## config.mk

```make
export PLATFORM = sky130hd
export DESIGN_NAME = hsl_to_rgb_converter
export DESIGN_NICKNAME = d
export VERILOG_FILES = /design/src/design/h2r_pkg.sv /design/src/design/h2r_channel.sv /design/src/design/hsl_to_rgb_converter.sv
export SDC_FILE = /design/constraint.sdc
export NUM_CORES = 1
export LEC_CHECK = 0
export BUFFER_PORTS_ARGS = -buffer_cell sky130_fd_sc_hd__buf_2
export CAP_MARGIN = 0
export CORE_MARGIN = 3
export CORE_UTILIZATION = 30
export DETAILED_ROUTE_END_ITERATION = 16
export GPL_TIMING_DRIVEN = 1
export PLACE_DENSITY = 0.47
export SLEW_MARGIN = 20
export SYNTH_ARGS = -nofsm -noshare
export SYNTH_HDL_FRONTEND = slang
export SYNTH_HIERARCHICAL = 1
export SYNTH_SLANG_ARGS = --single-unit
```

## constraint.sdc

```tcl
create_clock -name clk -period 16.59 [get_ports clk]
set_input_delay 0.8295 -clock clk [delete_from_list [all_inputs] [get_ports clk]]
set_output_delay 0.8295 -clock clk [all_outputs]
set_load 0.02 [all_outputs]
```

## src/design/h2r_pkg.sv

```systemverilog
// Shared types and constants for the HSL to RGB converter.
package h2r_pkg;

	localparam int unsigned CH_W   = 8;
	localparam int unsigned T_W    = 10;
	localparam int unsigned TEMP_W = 16;
	localparam int unsigned SEG_W  = 8;
	localparam int unsigned PROD_W = TEMP_W + SEG_W;
	localparam int unsigned V_W    = 23;

	// Hue positions in units of 1/768 of a turn.
	localparam logic [T_W-1:0] T_SIXTH      = 10'd128;
	localparam logic [T_W-1:0] T_THIRD      = 10'd256;
	localparam logic [T_W-1:0] T_HALF       = 10'd384;
	localparam logic [T_W-1:0] T_TWO_THIRDS = 10'd512;
	localparam logic [T_W-1:0] T_FULL       = 10'd768;

	// Ramp weight on the plateau, equal to the full ramp length.
	localparam logic [SEG_W-1:0] SEG_FULL = 8'd128;

	// Load enables of the stages after the first.
	typedef struct packed {
		logic s2;
		logic s3;
		logic s4;
		logic out;
	} pipe_en_t;

endpackage

```

## src/design/h2r_channel.sv

```systemverilog
// One color channel: ramp weight, span product, channel value and scale to 255.
module h2r_channel (
	input  logic                            clk,
	input  h2r_pkg::pipe_en_t               en,
	input  logic [h2r_pkg::T_W-1:0]         t_s1,
	input  logic [h2r_pkg::TEMP_W-1:0]      hi_s2,
	input  logic [h2r_pkg::TEMP_W-1:0]      lo_s2,
	input  logic [h2r_pkg::TEMP_W-1:0]      lo_s3,
	input  logic                            grey_s3,
	input  logic [h2r_pkg::CH_W-1:0]        light_s3,
	output logic [h2r_pkg::CH_W-1:0]        value
);

	logic [h2r_pkg::SEG_W-1:0]  seg;
	logic [h2r_pkg::SEG_W-1:0]  seg_s2;
	logic [h2r_pkg::T_W-1:0]    fall;
	logic [h2r_pkg::TEMP_W-1:0] span;
	logic [h2r_pkg::PROD_W-1:0] prod_s3;
	logic [h2r_pkg::V_W-1:0]    v;
	logic [h2r_pkg::V_W-1:0]    v_s4;
	logic [h2r_pkg::V_W+7:0]    scaled;
	logic [h2r_pkg::CH_W-1:0]   value_q;

	// Weight of the span: rising ramp, plateau, falling ramp, floor.
	always_comb begin
		fall = h2r_pkg::T_TWO_THIRDS - t_s1;
		if (t_s1 < h2r_pkg::T_SIXTH) begin
			seg = t_s1[h2r_pkg::SEG_W-1:0];
		end else if (t_s1 < h2r_pkg::T_HALF) begin
			seg = h2r_pkg::SEG_FULL;
		end else if (t_s1 < h2r_pkg::T_TWO_THIRDS) begin
			seg = fall[h2r_pkg::SEG_W-1:0];
		end else begin
			seg = '0;
		end
	end

	assign span = hi_s2 - lo_s2;

	always_comb begin
		if (grey_s3) begin
			v = {light_s3, 15'd0};
		end else begin
			v = {lo_s3, 7'd0} + prod_s3[h2r_pkg::V_W-1:0];
		end
	end

	// v * 255 as v * 256 - v; the top eight bits are the channel.
	assign scaled = {v_s4, 8'd0} - {8'd0, v_s4};

	always_ff @(posedge clk) begin
		if (en.s2) begin
			seg_s2 <= seg;
		end
		if (en.s3) begin
			prod_s3 <= {8'd0, span} * {16'd0, seg_s2};
		end
		if (en.s4) begin
			v_s4 <= v;
		end
		if (en.out) begin
			value_q <= scaled[h2r_pkg::V_W+7:h2r_pkg::V_W];
		end
	end

	assign value = value_q;

endmodule

```

## src/design/hsl_to_rgb_converter.sv

```systemverilog
// Top level of the HSL to RGB converter.
//
// Usage: an HSL pixel enters on the s_axis channel and leaves as an RGB pixel on
// the m_axis channel. A transfer happens at a rising edge where tvalid and tready
// are both high. Input tdata carries hue, saturation and lightness from the
// lowest byte up; output tdata carries red, green and blue in the same way.
// Zero saturation gives a grey pixel; otherwise the usual two-temporary HSL
// method applies, computed exactly in fixed point with one final floor.
// The pixel is loaded at the transfer edge into the first of four pipeline
// stages (hue offsets and L*S product, temporaries, span products, channel
// values) and then passes through the other three and the output register in
// turn before it appears on the m_axis channel. Throughput is one pixel per
// clock while the receiver is ready, set by the pipeline that takes a new pixel
// every cycle. When the receiver stalls, each stage holds its pixel only while
// the stage after it is full, so empty slots close up and the input keeps
// taking pixels until every stage is occupied. Nothing is lost or repeated.
// Reset clears all valid bits; the pipeline is empty and ready afterwards.
module hsl_to_rgb_converter (
	input  logic        clk,
	input  logic        arst_n,
	input  logic        s_axis_tvalid,
	output logic        s_axis_tready,
	input  logic [23:0] s_axis_tdata,   // hue [7:0], saturation [15:8], lightness [23:16]
	output logic        m_axis_tvalid,
	input  logic        m_axis_tready,
	output logic [23:0] m_axis_tdata    // red [7:0], green [15:8], blue [23:16]
);

	logic [h2r_pkg::CH_W-1:0] hue;
	logic [h2r_pkg::CH_W-1:0] saturation;
	logic [h2r_pkg::CH_W-1:0] lightness;

	logic en_s1;
	h2r_pkg::pipe_en_t en;

	logic vld_s1, vld_s2, vld_s3, vld_s4, rgb_valid_q;

	// First stage: channel hue positions and the L*S product.
	logic [h2r_pkg::T_W-1:0] tg, tr_sum, tr, tb;
	logic [h2r_pkg::T_W-1:0] tr_s1, tg_s1, tb_s1;
	logic [h2r_pkg::TEMP_W-1:0] ls_s1;
	logic [h2r_pkg::CH_W-1:0]   sat_s1, light_s1;
	logic                       grey_s1;

	// Second stage: the two temporaries.
	logic [h2r_pkg::TEMP_W:0]   hi_wide, lo_wide;
	logic [h2r_pkg::TEMP_W-1:0] hi_s2, lo_s2;
	logic                       grey_s2;
	logic [h2r_pkg::CH_W-1:0]   light_s2;

	// Third stage: what the channel value stage needs besides the products.
	logic [h2r_pkg::TEMP_W-1:0] lo_s3;
	logic                       grey_s3;
	logic [h2r_pkg::CH_W-1:0]   light_s3;

	logic [h2r_pkg::CH_W-1:0] red, green, blue;

	assign hue        = s_axis_tdata[7:0];
	assign saturation = s_axis_tdata[15:8];
	assign lightness  = s_axis_tdata[23:16];

	// A stage loads when it is empty or its contents move on in this cycle.
	assign en.out = !rgb_valid_q || m_axis_tready;
	assign en.s4  = !vld_s4 || en.out;
	assign en.s3  = !vld_s3 || en.s4;
	assign en.s2  = !vld_s2 || en.s3;
	assign en_s1  = !vld_s1 || en.s2;
	assign s_axis_tready = en_s1;

	// Green sits at 3*hue; red is a third ahead and blue a third behind, wrapped.
	always_comb begin
		tg     = {2'b00, hue} + {1'b0, hue, 1'b0};
		tr_sum = tg + h2r_pkg::T_THIRD;
		if (tr_sum > h2r_pkg::T_FULL) begin
			tr = tr_sum - h2r_pkg::T_FULL;
		end else begin
			tr = tr_sum;
		end
		if (tg >= h2r_pkg::T_THIRD) begin
			tb = tg - h2r_pkg::T_THIRD;
		end else begin
			tb = tg + h2r_pkg::T_TWO_THIRDS;
		end
	end

	// The upper temporary depends on which half the lightness is in; the lower
	// one is twice the lightness minus the upper one, both in units of 1/65536.
	always_comb begin
		if (!light_s1[7]) begin
			hi_wide = {1'b0, light_s1, 8'd0} + {1'b0, ls_s1};
		end else begin
			hi_wide = {({1'b0, light_s1} + {1'b0, sat_s1}), 8'd0} - {1'b0, ls_s1};
		end
		lo_wide = {light_s1, 9'd0} - {1'b0, hi_wide[h2r_pkg::TEMP_W-1:0]};
	end

	always_ff @(posedge clk or negedge arst_n) begin
		if (!arst_n) begin
			vld_s1      <= 1'b0;
			vld_s2      <= 1'b0;
			vld_s3      <= 1'b0;
			vld_s4      <= 1'b0;
			rgb_valid_q <= 1'b0;
		end else begin
			if (en_s1) begin
				vld_s1 <= s_axis_tvalid;
			end
			if (en.s2) begin
				vld_s2 <= vld_s1;
			end
			if (en.s3) begin
				vld_s3 <= vld_s2;
			end
			if (en.s4) begin
				vld_s4 <= vld_s3;
			end
			if (en.out) begin
				rgb_valid_q <= vld_s4;
			end
		end
	end

	always_ff @(posedge clk) begin
		if (en_s1) begin
			tr_s1    <= tr;
			tg_s1    <= tg;
			tb_s1    <= tb;
			ls_s1    <= {8'd0, saturation} * {8'd0, lightness};
			sat_s1   <= saturation;
			light_s1 <= lightness;
			grey_s1  <= (saturation == '0);
		end
		if (en.s2) begin
			hi_s2    <= hi_wide[h2r_pkg::TEMP_W-1:0];
			lo_s2    <= lo_wide[h2r_pkg::TEMP_W-1:0];
			grey_s2  <= grey_s1;
			light_s2 <= light_s1;
		end
		if (en.s3) begin
			lo_s3    <= lo_s2;
			grey_s3  <= grey_s2;
			light_s3 <= light_s2;
		end
	end

	h2r_channel u_red (
		.clk      (clk),
		.en       (en),
		.t_s1     (tr_s1),
		.hi_s2    (hi_s2),
		.lo_s2    (lo_s2),
		.lo_s3    (lo_s3),
		.grey_s3  (grey_s3),
		.light_s3 (light_s3),
		.value    (red)
	);

	h2r_channel u_green (
		.clk      (clk),
		.en       (en),
		.t_s1     (tg_s1),
		.hi_s2    (hi_s2),
		.lo_s2    (lo_s2),
		.lo_s3    (lo_s3),
		.grey_s3  (grey_s3),
		.light_s3 (light_s3),
		.value    (green)
	);

	h2r_channel u_blue (
		.clk      (clk),
		.en       (en),
		.t_s1     (tb_s1),
		.hi_s2    (hi_s2),
		.lo_s2    (lo_s2),
		.lo_s3    (lo_s3),
		.grey_s3  (grey_s3),
		.light_s3 (light_s3),
		.value    (blue)
	);

	assign m_axis_tvalid = rgb_valid_q;
	assign m_axis_tdata  = {blue, green, red};

endmodule

```

==> results.toml, run 1 <==
[logic_synthesis]
synth_compound_area_frac = 0.115
synth-warning-count = 6
synth_ff_type = "edfxtp_1"
synth_area_per_cell_um2 = 9.82
synth_area_um2 = 32900
ys_ff_latch = 303
postSynth.asyncResetShare = 0.0165
synthesis.instances = 3349
synthAdderAreaFrac = 0.307
synth_edf_count = 298
muxShareOfSynthArea = 0.00574
ys_types = 103
synth-xor-area-share = 0.0555
ys_seq_area_frac = 0.276
synth_top_family_by_area = "adder cells"
yosys.area_share.simple = 0.175
synthesis.nets = 4008

[sta]
rsz0062_at_grt = "no"
tns_ns = 0
period_minus_slack_ns = 7.67
slew_headroom = 0.287
drv_slew = 0
tightest_slew_ns = 1.06
finalHoldViolCount = 0
finalCritPeriodShare = 0.462
finClkSkew_ns = 0.0191
finalSetupViolCount = 0
fmax_mhz = 130

[layout]
final_nets = 4061
multi_input_area_um2 = 21700
syn_to_final_growth_pct = 9.86
n_antenna_cell = 0
drive_gt1_frac = 0.0539
seq_area_um2 = 9070
fillers = 11000

[clock_tree]
path_clk_slew_ns = 0.06
ctsHoldBuffers = 0
cts_buffer_depth = 3
h-tree-depth = 2
cts_made_buffers = 40
cts_resized = 0
cts_tree = "built"
clockRootBuffer = "clkbuf_16"
postCtsSetupBuffers = 0
clock_latency_ns = 0.57
numClockSinks = 303

[min_path]
hold_class = "in2async"

[global_routing]
grt_usage = 0.148
grt_max_degree = 77
grt_overflow = 0
grt_pass1_vias = 23500
grt_pass1_wl_mm = 134
antenna_found_initial = 1

[placed_design]
place_hpwl_mm = 66.7
io_buffer_count = 53
gp_congestion = 0.841

[route]
routed-via-count = 22900
wl_per_cell_um = 17.0
ant_nets = 0
drc = 0
dr.pass1.iters = 7
routed_wl_mm = 82.3
drtIter0Drc = 1324
vias_per_cell = 4.75

[critical_path]
cp-start-kind = "flip-flop"
worstPathRequired_ns = 16.89
cp-end-kind = "flip-flop"
crit_fanout = 8
crit_type = "reg2reg"
worstPathArrival_ns = 7.97

[status]
outcome = "completed"

[floorplan]
core_um2 = 108000
initial_core_util = 0.305
die_h_um = 337
dieWidth_um = 337
row_count = 120
die-area_um2 = 114000
io_pins = 54

[job]
drv_cap = 0
[registers in the layout (all words and copies together), names as in the netlist, 10 cells and up]
register and count:
u_green/v_s4 23, ls_s1 16, u_green/prod_s3 23, u_red/prod_s3 23, u_blue/prod_s3 23, hi_s2 16
u_red/v_s4 23, tr_s1 10, u_blue/v_s4 23, lo_s2 15, lo_s3 16
[per-stage QoR]
| stage | worst slack (ns) | std cells | util | area (µm²) | hold WS (ns) |
|---|---|---|---|---|---|
| 4_1_cts | 8.91 | 4836 | 0.335 | 36100 | 0.0356 |
| 6_report | 8.92 | 4836 | 0.335 | 36100 | 0.0723 |
| 3_5_place_dp | 8.97 | 4763 | 0.322 | 34800 | 0.413 |
| 3_3_place_gp | 9.24 | 4763 | 0.322 | 34800 | 0.409 |
| 5_1_grt | 8.47 | 4836 | 0.335 | 36100 | 0.0499 |
| 2_1_floorplan | 10.00 | 3349 | - | 32900 | 0.400 |
[path summary, 6_finish.rpt]
check,startpoint,end,slack [ns],depth (start not counted)
setup / recovery,hi_s2[0]$_DFFE_PP_,u_blue/prod_s3[22]$_DFFE_PP_,8.92,26
hold / removal,arst_n,m_axis_tvalid$_DFFE_PN0P_,0.07,1
setup reg to reg,hi_s2[0]$_DFFE_PP_,u_blue/prod_s3[22]$_DFFE_PP_,8.92,26
hold reg to reg,grey_s1$_DFFE_PP_,grey_s2$_DFFE_PP_,0.42,0
max in group asynchronous,arst_n,vld_s4$_DFFE_PN0P_,16.37,1
min in group clk,grey_s1$_DFFE_PP_,grey_s2$_DFFE_PP_,0.42,0
[cell usage after synthesis, types with 10 or more instances]
master      n  area, µm²
a211oi_1   25        188
edfxtp_1  298       8950
xor2_1     63        552
o21ai_0    96        480
nand2_1   187        702
nor2_1    155        582
nand4_1    12       75.1
clkbuf_1   46        173
and3_1     11       68.8
ha_1      337       4220
and2_1    319       2000
a21o_1     51        383
o31a_1     10       87.6
nor2b_1   116        726
nor3b_1    10       75.1
o21ai_1    11       55.1
o211ai_1   10       75.1
nand2b_1   56        350
nand3_1    42        210
nor3_1     59        295
a211o_1    11       96.3
o31ai_1    10       75.1
a22oi_1    19        143
xnor2_1   139       1220
o21a_1     32        240
o21bai_1   18        135
a21oi_1   143        716
or2_2      15       93.8
fa_1      294       5890
inv_1     524       1970
nor4_1     15       93.8
a31oi_1    20        125
or3_1      16        100
mux2i_1    14        140
[critical path: stages (launching register included)]
cell and delay [ns]:
edfxtp_1 0.49, inv_1 0.10, ha_1 0.17, inv_1 0.05, fa_1 0.41, a21o_1 0.20
a21oi_1 0.27, nand2b_1 0.24, a211oi_1 0.15, o22ai_1 0.35, xor2_1 0.69, nor2b_1 0.14
fa_1 0.54, fa_1 0.44, fa_1 0.54, inv_1 0.05, fa_1 0.52, inv_1 0.04
ha_1 0.34, o21ai_0 0.17, nand2b_1 0.07, o31a_1 0.12, a31oi_1 0.35, a31oi_1 0.22
or4_1 0.43, and4_1 0.17, xor2_1 0.13
[metal layers]
layer  up-vias  share of wire  global-route usage
li1      11400              -                   -
met1     11200           0.50               0.212
met2       318           0.46               0.244
met3        61          0.031              0.0162
met4         0          0.016              0.0284
met5         -              0                   0
[layout by cell type, fill, tap and decap left out, types with 96 or more instances in the layout]
| master | netlist | final |
|---|---|---|
| inv_1 | 524 | 524 |
| ha_1 | 337 | 337 |
| and2_1 | 319 | 319 |
| edfxtp_1 | 298 | 298 |
| fa_1 | 294 | 294 |
| nand2_1 | 187 | 185 |
| nor2_1 | 155 | 155 |
| a21oi_1 | 143 | 143 |
| xnor2_1 | 139 | 138 |
| nor2b_1 | 116 | 116 |
| o21ai_0 | 96 | 96 |
[logic make-up after synthesis]
kind of cell               after synthesis
DFF                                    303
AOI/OAI and AO/OA                      559
xor gates and xnor gates               205
adders and majority gates              631
buffers and inverters                  576
and+or+nand+nor                       1057
muxes                                   18
[layout make-up]
type,count,share of cell area
Multi-Input combinational cell,2470,0.600
Sequential cell,303,0.251
Inverter,525,0.0545
Tap cell,1403,0.0486
Clock buffer,46,0.0289
Timing Repair Buffer,62,0.00921
Clock inverter,27,0.00765
Power of run 1 is not shown: default switching activity piles up to over one toggle a cycle in this logic, so the estimate is an artifact.
==> inputs of run 2 (changes only) <==
Settings changed: ABC_AREA from default to 1, PLACE_DENSITY 0.47 to 0.49.
Clock period 16.59 ns to 7 ns, I/O delays scaled along.
==> results.toml, run 2 <==
[status]
outcome = "completed"

[global_routing]
top_usage_layer = "met2"
grt_usage = 0.159
use_met2 = 0.267
grt_pass1_vias = 28000
antenna_found_initial = 4
grtUsageMet1 = 0.219
grt_pass1_wl_mm = 153
grt_overflow = 0
grt_max_degree = 70
use_met3 = 0.0161

[sta]
finClkSkew_ns = 0.0327
drv_slew = 0
tns_ns = 0
rsz0062_at_grt = "no"
period_minus_slack_ns = 6.29
finalCritPeriodShare = 0.898
slew_headroom = 0.359
fmax_mhz = 159
finalHoldViolCount = 0
tightest_slew_ns = 0.960
finalSetupViolCount = 0

[clock_tree]
clockRootBuffer = "clkbuf_16"
cts_buffer_depth = 3
h-tree-depth = 2
numClockSinks = 303
cts_made_buffers = 41
path_clk_slew_ns = 0.06
cts_tree = "built"
cts_resized = 0
clock_latency_ns = 0.59

[logic_synthesis]
synth_edf_count = 298
yosysMostFrequentCell = "inv_1"
ys_seq_area_frac = 0.261
synthesis.nets = 5023
ys_ff_latch = 303
synthTopCellsByArea = "edfxtp_1 26%, fa_1 17%, ha_1 12%"
synth_top_area_frac = 0.257
synthTopCellsByCount = "925 x inv_1, 844 x nand2_1, 544 x nor2_1"
synth_ff_type = "edfxtp_1"
synthesis.instances = 4364
yosysTopAreaCell = "edfxtp_1"
ys_types = 63
synth_area_per_cell_um2 = 7.97
synth_area_um2 = 34800
postSynth.asyncResetShare = 0.0165
synth-warning-count = 6

[route]
routed_wl_mm = 94.7
ant_nets = 0
vias_per_cell = 4.64
wl_per_cell_um = 15.9
drc = 0
dr.pass1.iters = 6
routed-via-count = 27700
drtIter0Drc = 1755

[floorplan]
core_um2 = 115000
io_pins = 54
initial_core_util = 0.303
dieWidth_um = 347
die-area_um2 = 120000
row_count = 124
die_h_um = 347

[min_path]
hold_class = "in2async"

[layout]
drive_gt1_frac = 0.0605
layout_commonest_cell = "inv_1"
final_cell_mix = "922 x inv_1, 843 x nand2_1, 544 x nor2_1, 337 x ha_1, 298 x edfxtp_1"
syn_to_final_growth_pct = 10.0
final_nets = 5072
n_antenna_cell = 0

[critical_path]
max_stage_delay_ns = 0.57
rr_startpoint = "hi_s2[0]$_DFFE_PP_"
cpMostUsedCell = "inv_1"
critPathBufInv = 6
cp-end-kind = "flip-flop"
crit_fanout = 7
worstPathRequired_ns = 7.30
crit_path_start = "hi_s2[0]$_DFFE_PP_"
critPathSlowestCell = "xor2_1"
cp_top_family = "adder cells"
crit_type = "reg2reg"
cp-start-kind = "flip-flop"
worstPathArrival_ns = 6.59

[placed_design]
place_hpwl_mm = 78.1
gp_congestion = 0.881
io_buffer_count = 53

[job]
drv_cap = 0
run 2: cell types whose count changed in the layout (fill, tap and decap cells not counted), sizes merged, moves of 115 or more:
cell,delta
and2,-317
nand2,+689
nor2,+414
nand3,+166
inv,+407
nor2b,-115
run 2: what timing repair did:
action / CTS / global route
hold endpoints to repair: 7 / 0
setup buffers: 0 / 0
hold buffers: 3 / 0
run 2: worst paths after layout:
path	slack (ns)	depth (start not counted)	to
max in group asynchronous	6.72	2	vld_s1$_DFFE_PN0P_
min in group clk	0.12	1	light_s1[6]$_DFFE_PP_
min	0.12	2	vld_s3$_DFFE_PN0P_
max reg2reg	0.71	25	u_red/prod_s3[21]$_DFFE_PP_
min reg2reg	0.43	0	light_s3[0]$_DFFE_PP_
max	0.71	25	u_red/prod_s3[21]$_DFFE_PP_
run 2: per-layer routing:
layer,part of all wire,vias to the layer above
met5,0,-
met2,0.46,543
li1,-,13900
met4,0.021,0
met1,0.48,13100
met3,0.039,102
run 2: cell type report:
cell class | instances | area [µm²]
Multi-Input combinational cell | 3072 | 22000
Clock buffer | 46 | 1070
Fill cell | 12100 | 76400
Inverter | 930 | 3490
Timing Repair Buffer | 65 | 363
Tap cell | 1512 | 1890
Clock inverter | 29 | 395
Sequential cell | 303 | 9070
run 2: logic make-up after synthesis:
kind of cell	share of synthesized area
buffers and inverters	0.107
DFF	0.261
AOI/OAI and AO/OA	0.0842
adders and majority gates	0.290
and+or+nand+nor	0.221
xor gates and xnor gates	0.0364
run 2: through the flow:
stage / setup WS (ns) / utilization / instance area (µm²) / instances / hold WS (ns)
6_report: 0.714 / 0.334 / 38300 / 5957 / 0.121
5_1_grt: 0.385 / 0.334 / 38300 / 5957 / 0.0983
4_1_cts: 0.798 / 0.334 / 38300 / 5957 / 0.0824
3_5_place_dp: 0.827 / 0.321 / 36800 / 5879 / 0.199
3_3_place_gp: 0.911 / 0.321 / 36800 / 5879 / 0.193
2_1_floorplan: 0.512 / - / 34800 / 4364 / 0.0544
Power of run 2 is left out for the same reason.
